## config.mk

```make
export PLATFORM = sky130hd
export DESIGN_NAME = abb_cursor
export DESIGN_NICKNAME = d
export VERILOG_FILES = /design/src/design/abb_pkg.sv /design/src/design/abb_cursor.sv
export SDC_FILE = /design/constraint.sdc
export NUM_CORES = 1
export LEC_CHECK = 0
export BUFFER_PORTS_ARGS = -buffer_cell sky130_fd_sc_hd__buf_2
export CAP_MARGIN = 10
export CELL_PAD_IN_SITES_DETAIL_PLACEMENT = 2
export CELL_PAD_IN_SITES_GLOBAL_PLACEMENT = 2
export CORE_ASPECT_RATIO = 0.5
export CORE_MARGIN = 3
export CORE_UTILIZATION = 29
export CTS_BUF_LIST = sky130_fd_sc_hd__clkbuf_8
export DETAILED_ROUTE_END_ITERATION = 7
export PLACE_DENSITY_LB_ADDON = 0.1
export RECOVER_POWER = 100
export SLEW_MARGIN = 5
export SYNTH_ARGS = -nofsm -noshare
export SYNTH_HDL_FRONTEND = slang
export SYNTH_SLANG_ARGS = --single-unit
```

## constraint.sdc

```tcl
create_clock -name aclk -period 3.83 [get_ports aclk]
set_clock_uncertainty 0.05 [all_clocks]
set_input_delay 0.766 -clock aclk [delete_from_list [all_inputs] [get_ports aclk]]
set_output_delay 0.766 -clock aclk [all_outputs]
set_load 0.01 [all_outputs]
```

## src/design/abb_pkg.sv

```systemverilog
// Shared types and codes of the alpha-blend blitter.
package abb_pkg;

    // Command carried in the input transaction's tuser.
    typedef enum logic [1:0] {
        CMD_WRITE = 2'd0,
        CMD_READ  = 2'd1,
        CMD_BLIT  = 2'd2
    } cmd_t;

    // Configuration register indexes.
    typedef enum logic [2:0] {
        REG_DEST_X        = 3'd0,
        REG_DEST_Y        = 3'd1,
        REG_REGION_WIDTH  = 3'd2,
        REG_REGION_HEIGHT = 3'd3,
        REG_BLEND_ON      = 3'd4,
        REG_ALPHA         = 3'd5
    } reg_index_t;

    localparam logic [7:0]  FULL_WEIGHT  = 8'd255;
    localparam int unsigned WEIGHT_SHIFT = 8;

    // Placement of the current blit byte as seen by the cursor.
    typedef struct packed {
        logic clip;
        logic last;
    } place_t;

endpackage

```

## src/design/abb_cursor.sv

```systemverilog
// Raster cursor of the blit: column, row and channel counters and target address.
module abb_cursor #(
    parameter int unsigned DEST_WIDTH      = 64,
    parameter int unsigned DEST_HEIGHT     = 64,
    parameter int unsigned BYTES_PER_PIXEL = 4,
    parameter int unsigned ADDR_W          = 14
) (
    input  logic              aclk,
    input  logic              aresetn,
    input  logic              step,
    input  logic [5:0]        dest_x,
    input  logic [5:0]        dest_y,
    input  logic [6:0]        region_width,
    input  logic [6:0]        region_height,
    output logic [ADDR_W-1:0] pos,
    output abb_pkg::place_t   place
);

    logic [6:0] col_reg, col_next;
    logic [6:0] row_reg, row_next;
    logic [1:0] chan_reg, chan_next;
    logic [6:0] col_inc, row_inc;
    logic [1:0] chan_inc;
    logic       chan_wrap, col_wrap, row_wrap;
    logic [7:0] tgt_col, tgt_row;
    logic [31:0] pos_full;

    always_comb begin
        tgt_col  = {2'b00, dest_x} + {1'b0, col_reg};
        tgt_row  = {2'b00, dest_y} + {1'b0, row_reg};
        pos_full = (32'(tgt_row) * DEST_WIDTH + 32'(tgt_col)) * BYTES_PER_PIXEL
                   + 32'(chan_reg);
        pos      = pos_full[ADDR_W-1:0];

        place.clip = (32'(tgt_col) >= DEST_WIDTH) || (32'(tgt_row) >= DEST_HEIGHT) ||
                     (32'(chan_reg) >= BYTES_PER_PIXEL);

        // A bound of zero behaves as one because a counter that wraps to zero ends its run.
        chan_inc  = chan_reg + 2'd1;
        col_inc   = col_reg + 7'd1;
        row_inc   = row_reg + 7'd1;
        chan_wrap = (32'(chan_inc) >= BYTES_PER_PIXEL) || (chan_inc == 2'd0);
        col_wrap  = (col_inc >= region_width) || (col_inc == 7'd0);
        row_wrap  = (row_inc >= region_height) || (row_inc == 7'd0);
        place.last = chan_wrap && col_wrap && row_wrap;

        chan_next = chan_reg;
        col_next  = col_reg;
        row_next  = row_reg;
        if (step) begin
            chan_next = chan_wrap ? 2'd0 : chan_inc;
            if (chan_wrap) begin
                col_next = col_wrap ? 7'd0 : col_inc;
                if (col_wrap) begin
                    row_next = row_wrap ? 7'd0 : row_inc;
                end
            end
        end
    end

    always_ff @(posedge aclk) begin
        if (!aresetn) begin
            col_reg  <= 7'd0;
            row_reg  <= 7'd0;
            chan_reg <= 2'd0;
        end else begin
            col_reg  <= col_next;
            row_reg  <= row_next;
            chan_reg <= chan_next;
        end
    end

endmodule

```

# [Word level (Yosys, flattened, before mapping)]
# Cells that the tools add are included.
[word_totals] inputBits=29 out_inout_bits=16 ff_bits=16 elab_cells=27
[op_classes] n_lt_le_gt_ge=4 mux=3 add_sub_neg=7 reduce_logical=10
[ops] op="adder 6 x 7 -> 8 bit" count=2
[ops] op=">= comparator 8 x 7 -> 1 bit, second input constant" count=2
[ops] op="adder 14 x 2 -> 14 bit" count=1
[ops] op="adder 7 x 1 -> 7 bit, second input constant" count=2
[ops] op=">= comparator 7 bit" count=2
[ops] op="zero test 7 bit" count=2
[ops] op="2-to-1 mux 7 bit" count=2
[ops] op="adder 12 x 8 -> 12 bit" count=1
[ops] op="logical OR 1 bit" count=3
[ops] op="AND reduction 3 bit" count=1
[ops] op="adder 2 x 1 -> 2 bit, second input constant" count=1
[ops] op="logical AND 1 bit" count=2
[ops] op="zero test 2 bit" count=1
[ops] op="2-to-1 mux 2 bit" count=1
[ops] op="AND reduction 2 bit" count=1

# [Logic depth before layout (Yosys ltp)]
[logic_depth] ltp_word=5 ltp_mapped=15 depth_no_buf=15

# [Worst setup path after synthesis]
# Ideal clock, no wire load.
[synth_timing] path_kind="in2out" from="in dest_x[0]" to="out pos[12]" stages=15 arrival_time_ns=3.005 path_buffers=0 setup_slack_ns=0.009 required_ns=3.014 path_cell_list="ha_1 > inv_1 > fa_1 > inv_1 > a21o_1 > a21oi_1 > o21bai_1 > a21oi_1 > xnor2_1 > ha_1 > inv_1 > fa_1 > nor2_1 > nand2_1 > xnor2_1"
[synth_between] elab_chain_len=3
[synth_rtl] item="start, declared" line_no="abb_cursor.sv:11" source="input logic [5:0] dest_x,"
[synth_rtl] item="adder 6 x 7 -> 8 bit" line_no="abb_cursor.sv:29" source="tgt_col = {2'b00, dest_x} + {1'b0, col_reg};"
[synth_rtl] item="adder 12 x 8 -> 12 bit" line_no="abb_cursor.sv:31" source="pos_full = (32'(tgt_row) * DEST_WIDTH + 32'(tgt_col)) * BYTES_PER_PIXEL"
[synth_rtl] item="adder 14 x 2 -> 14 bit" line_no="abb_cursor.sv:32" source="+ 32'(chan_reg);"
[synth_rtl] item="end, declared" line_no="abb_cursor.sv:15" source="output logic [ADDR_W-1:0] pos,"
# Every way passes these cells.

# [Final worst setup path]
[layout_timing] from="in dest_x[0]" to="out pos[10]"
# The elaborated chain is that of the path after synthesis.

==> flow_results.xml <==
<?xml version="1.0" encoding="UTF-8"?>
<metrics>
  <group name="route">
    <metric name="post_drt_wl_per_cell" unit="µm">15.6</metric>
    <metric name="length_of_the_first_detailed_routing_pass_in_iterations" unit="">4</metric>
    <metric name="detail_route.wirelength" unit="mm">6.27</metric>
    <metric name="dr_total_vias" unit="">2021</metric>
    <metric name="post_drt_via_cell_ratio" unit="">5.04</metric>
    <metric name="drcViolationCount" unit="">0</metric>
    <metric name="drtAntennaViolNets" unit="">0</metric>
    <metric name="drt_iter0_drc" unit="">74</metric>
  </group>
  <group name="timing">
    <metric name="setup_repair_after_global_routing_missed_its_margin" unit="">true</metric>
    <metric name="max_freq" unit="MHz">253</metric>
    <metric name="final_critical_path_setup_slack" unit="ns">-0.120</metric>
    <metric name="period_share" unit="%">103</metric>
    <metric name="period_needed" unit="ns">3.95</metric>
    <metric name="fin_tns_setup" unit="ns">-0.466</metric>
    <metric name="hold_violations" unit="">0</metric>
    <metric name="slew_violations" unit="">0</metric>
    <metric name="relative_slew_slack" unit="%">39.8</metric>
    <metric name="setup-violations-final" unit="">5</metric>
    <metric name="tightest_slew" unit="ns">0.903</metric>
  </group>
  <group name="worst_setup_path">
    <metric name="startpoint_type" unit="">primary input</metric>
    <metric name="ff2ff_setup_slack" unit="ns">0.35</metric>
    <metric name="critical_path_class" unit="">in2out</metric>
    <metric name="crit_path_cell_trace" unit="">buf_6 &gt; ha_4 &gt; inv_2 &gt; fa_2 &gt; inv_2 &gt; a21o_1 &gt; a21oi_2 &gt; o21bai_1 &gt; a21oi_2 &gt; xnor2_2 &gt; ha_2 &gt; inv_2 &gt; fa_2 &gt; buf_4 &gt; xor2_1 &gt; buf_2</metric>
    <metric name="crit_path_end_kind" unit="">output pin</metric>
    <metric name="cp.required" unit="ns">3.01</metric>
    <metric name="worst_setup_path_startpoint" unit="">dest_x[0]</metric>
    <metric name="cp_max_fo" unit="">2</metric>
    <metric name="r2r_cells" unit="">11</metric>
    <metric name="worst_path_largest_cell_delay" unit="ns">0.39</metric>
    <metric name="crit_reg_reg_startpoint" unit="">col_reg[1]$_SDFFE_PN0P_</metric>
    <metric name="worst_path_arrival_time" unit="ns">3.13</metric>
    <metric name="critical_path.most_common_cell" unit="">sky130_fd_sc_hd__inv_2</metric>
    <metric name="critical_path.slowest_cell" unit="">sky130_fd_sc_hd__fa_2</metric>
    <metric name="crit-reg2reg-capture" unit="">row_reg[0]$_SDFFE_PN0P_</metric>
    <metric name="critPathCapture" unit="">pos[10]</metric>
  </group>
  <group name="floorplan">
    <metric name="fp.dieArea" unit="µm²">8120</metric>
    <metric name="die_width" unit="µm">124</metric>
    <metric name="ioPinCount" unit="">45</metric>
    <metric name="design.core.area" unit="µm²">6430</metric>
    <metric name="placement_rows" unit="">20</metric>
    <metric name="die_height" unit="µm">65.2</metric>
    <metric name="initial_core_util" unit="%">31.6</metric>
  </group>
  <group name="logic_synthesis">
    <metric name="synth_adder_area_share" unit="%">20.2</metric>
    <metric name="synthDominantCellAreaShare" unit="%">17.2</metric>
    <metric name="synth-compound-area-share" unit="%">20.5</metric>
    <metric name="synth-seq-cells" unit="">16</metric>
    <metric name="synth-edff-count" unit="">0</metric>
    <metric name="synth-xor-area-share" unit="%">8.18</metric>
    <metric name="post_synth_main_area_contributors" unit="">sky130_fd_sc_hd__ha_1 (17%), sky130_fd_sc_hd__dfxtp_1 (16%), sky130_fd_sc_hd__inv_1 (5.4%)</metric>
    <metric name="register_area_share_after_synthesis" unit="%">15.7</metric>
    <metric name="ys_async_sr_fraction" unit="%">0</metric>
    <metric name="synthDistinctLibCells" unit="">55</metric>
    <metric name="synth_fp_nets" unit="">315</metric>
    <metric name="synthFlopType" unit="">sky130_fd_sc_hd__dfxtp_1</metric>
    <metric name="syn_inst_count" unit="">255</metric>
    <metric name="mappedNetlistArea" unit="µm²">2030</metric>
    <metric name="synth_largest_area_cell" unit="">sky130_fd_sc_hd__ha_1</metric>
    <metric name="synth_simple_gate_area_share" unit="%">25.9</metric>
    <metric name="yosys_warnings" unit="">0</metric>
    <metric name="syn_area_per_cell" unit="µm²">7.98</metric>
    <metric name="synthMuxAreaShare" unit="%">1.48</metric>
    <metric name="synth_top_family_by_area" unit="">simple AND/OR/NAND/NOR gates</metric>
  </group>
  <group name="place">
    <metric name="globalplace.congestion" unit="">0.723</metric>
    <metric name="place_inst" unit="">391</metric>
    <metric name="dp_hpwl" unit="mm">5.00</metric>
    <metric name="port-buffer-count" unit="">44</metric>
    <metric name="cell_area_after_placement" unit="µm²">2410</metric>
  </group>
  <group name="clocking">
    <metric name="cts.sink_count" unit="">16</metric>
    <metric name="ctsRootBufferMaster" unit="">sky130_fd_sc_hd__clkbuf_8</metric>
    <metric name="clock_insertion_delay_worst_skew" unit="ns">0.26</metric>
    <metric name="postCtsHoldBufs" unit="">0</metric>
    <metric name="clk_pin_slew_worst_paths" unit="ns">0.07</metric>
    <metric name="tritoncts.num_buffers" unit="">3</metric>
    <metric name="max-clock-path-buffers" unit="">2</metric>
    <metric name="tritoncts" unit="">yes</metric>
    <metric name="h-tree-depth" unit="">1</metric>
  </group>
  <group name="outcome">
    <metric name="violated_checks" unit="">negative setup slack</metric>
    <metric name="run_status" unit="">finished, violations left</metric>
  </group>
  <group name="grt">
    <metric name="first_global_vias" unit="">2224</metric>
    <metric name="antenna_found_initial" unit="">0</metric>
    <metric name="total_congestion_overflow" unit="">0</metric>
    <metric name="grt_max_degree" unit="">21</metric>
    <metric name="grt_usage" unit="%">15.6</metric>
    <metric name="global_route_wire_length_before_repair" unit="mm">10.4</metric>
  </group>
  <group name="final_layout">
    <metric name="final_core_area_utilization" unit="%">39.5</metric>
    <metric name="area_growth" unit="%">24.8</metric>
    <metric name="instances_no_fill" unit="">401</metric>
    <metric name="final_layout_size_suffix_gt1_share" unit="%">29.1</metric>
    <metric name="fin_area" unit="µm²">2540</metric>
    <metric name="diodes" unit="">0</metric>
    <metric name="nets" unit="">374</metric>
  </group>
  <group name="pwr">
    <metric name="static-leakage-power" unit="nW">1.20</metric>
    <metric name="power" unit="mW">0.414</metric>
    <metric name="power-per-cell-area" unit="nW/µm²">163</metric>
    <metric name="power.ir.vdd_worst" unit="µV">97.2</metric>
  </group>
  <group name="flow_run">
    <metric name="max_cap_viol_count" unit="">0</metric>
  </group>
  <group name="min_path">
    <metric name="worst_hold_path_type" unit="">reg2reg</metric>
  </group>
</metrics>
==> synthesized netlist by cell type, types with 4 or more instances <==
| master | number |
|---|---|
| sky130_fd_sc_hd__o21ai_1 | 10 |
| sky130_fd_sc_hd__a21oi_1 | 11 |
| sky130_fd_sc_hd__xnor2_1 | 12 |
| sky130_fd_sc_hd__and2_1 | 5 |
| sky130_fd_sc_hd__nand3_1 | 8 |
| sky130_fd_sc_hd__nor2b_1 | 8 |
| sky130_fd_sc_hd__nor3_1 | 4 |
| sky130_fd_sc_hd__clkbuf_1 | 5 |
| sky130_fd_sc_hd__a21boi_1 | 10 |
| sky130_fd_sc_hd__nand2_1 | 24 |
| sky130_fd_sc_hd__o21ai_0 | 5 |
| sky130_fd_sc_hd__dfxtp_1 | 16 |
| sky130_fd_sc_hd__a21o_1 | 4 |
| sky130_fd_sc_hd__nor2_1 | 10 |
| sky130_fd_sc_hd__xor2_1 | 7 |
| sky130_fd_sc_hd__ha_1 | 28 |
| sky130_fd_sc_hd__inv_1 | 29 |
| sky130_fd_sc_hd__nor3b_1 | 5 |
==> critical path, delay by kind of cell <==
kind	cells	cell delay, ns
AO/OA/AOI/OAI	4	0.45
XOR/XNOR	2	0.31
buffers and inverters	6	0.51
adder cells (fa/ha/maj)	4	1.09
==> final cells by class <==
cell class | count | area, µm²
inverter | 29 | 109
timing repair buffer | 63 | 357
fill | 764 | 3890
sequential | 16 | 322
multi-input combinational | 201 | 1590
clock buffer | 4 | 55.1
tap | 88 | 110
==> layout by cell type, fill, tap and decap left out, drive strengths merged, types with 4 or more instances in the layout <==
cell    instances
nand3          11
xor2            7
ha             28
a21o            4
nor2           11
nor3b           5
o21ai          15
inv            29
a21boi         11
and2            5
clkbuf         12
a21oi          12
nand2          25
and3            4
buf            55
xnor2          12
nor2b           8
or3b            4
dfxtp          16
nor3            5
==> power by group <==
part	internal (mW)	switching, mW	total [mW]
clock	0.0915	0.0690	0.160
sequential	0.168	0.00196	0.170
combinational	0.0393	0.0437	0.0830
==> how the worst min path moves through the flow <==
| stage | slack, ns | endpoint | cells past startpoint | startpoint |
|---|---|---|---|---|
| CTS | 0.49 | row_reg[5]$_SDFFE_PN0P_ | 2 | row_reg[5]$_SDFFE_PN0P_ |
| finish | 0.48 | row_reg[5]$_SDFFE_PN0P_ | 2 | row_reg[5]$_SDFFE_PN0P_ |
| global route | 0.52 | row_reg[6]$_SDFFE_PN0P_ | 2 | row_reg[6]$_SDFFE_PN0P_ |
| global placement | 0.46 | row_reg[1]$_SDFFE_PN0P_ | 2 | row_reg[1]$_SDFFE_PN0P_ |
| floorplan | 0.43 | row_reg[1]$_SDFFE_PN0P_ | 2 | row_reg[1]$_SDFFE_PN0P_ |
| detailed placement | 0.48 | row_reg[5]$_SDFFE_PN0P_ | 2 | row_reg[5]$_SDFFE_PN0P_ |
==> metrics by stage <==
step / setup slack, ns / hold WS (ns)
final: -0.120 / 0.478
after global routing: -0.340 / 0.524
after CTS: -0.275 / 0.488
after detailed placement: -0.410 / 0.478
after global placement: -0.217 / 0.464
after floorplan: 0.00928 / 0.426
==> repair_timing <==
action	CTS	global route
pin swaps	11	10
endpoints found under the setup margin	6	7
resized for setup	11	11
setup buffers	3	3
==> layer usage <==
metal,vias up,wire length (µm),GRT usage (%)
met4,0,48,2.32
met3,5,163,3.17
met1,993,2820,17.9
met2,29,3240,31.0
met5,-,0,0
li1,994,-,-
==> logic make-up (layout without fill, tap and decap cells) <==
group,Yosys count,count (layout)
simple gates,90,90
compound gates,58,58
buf+inv,38,96
fa+ha+maj,31,31
xor+xnor,19,19
flops,16,16
mux,3,3
Power figures use the tool's default switching activity.
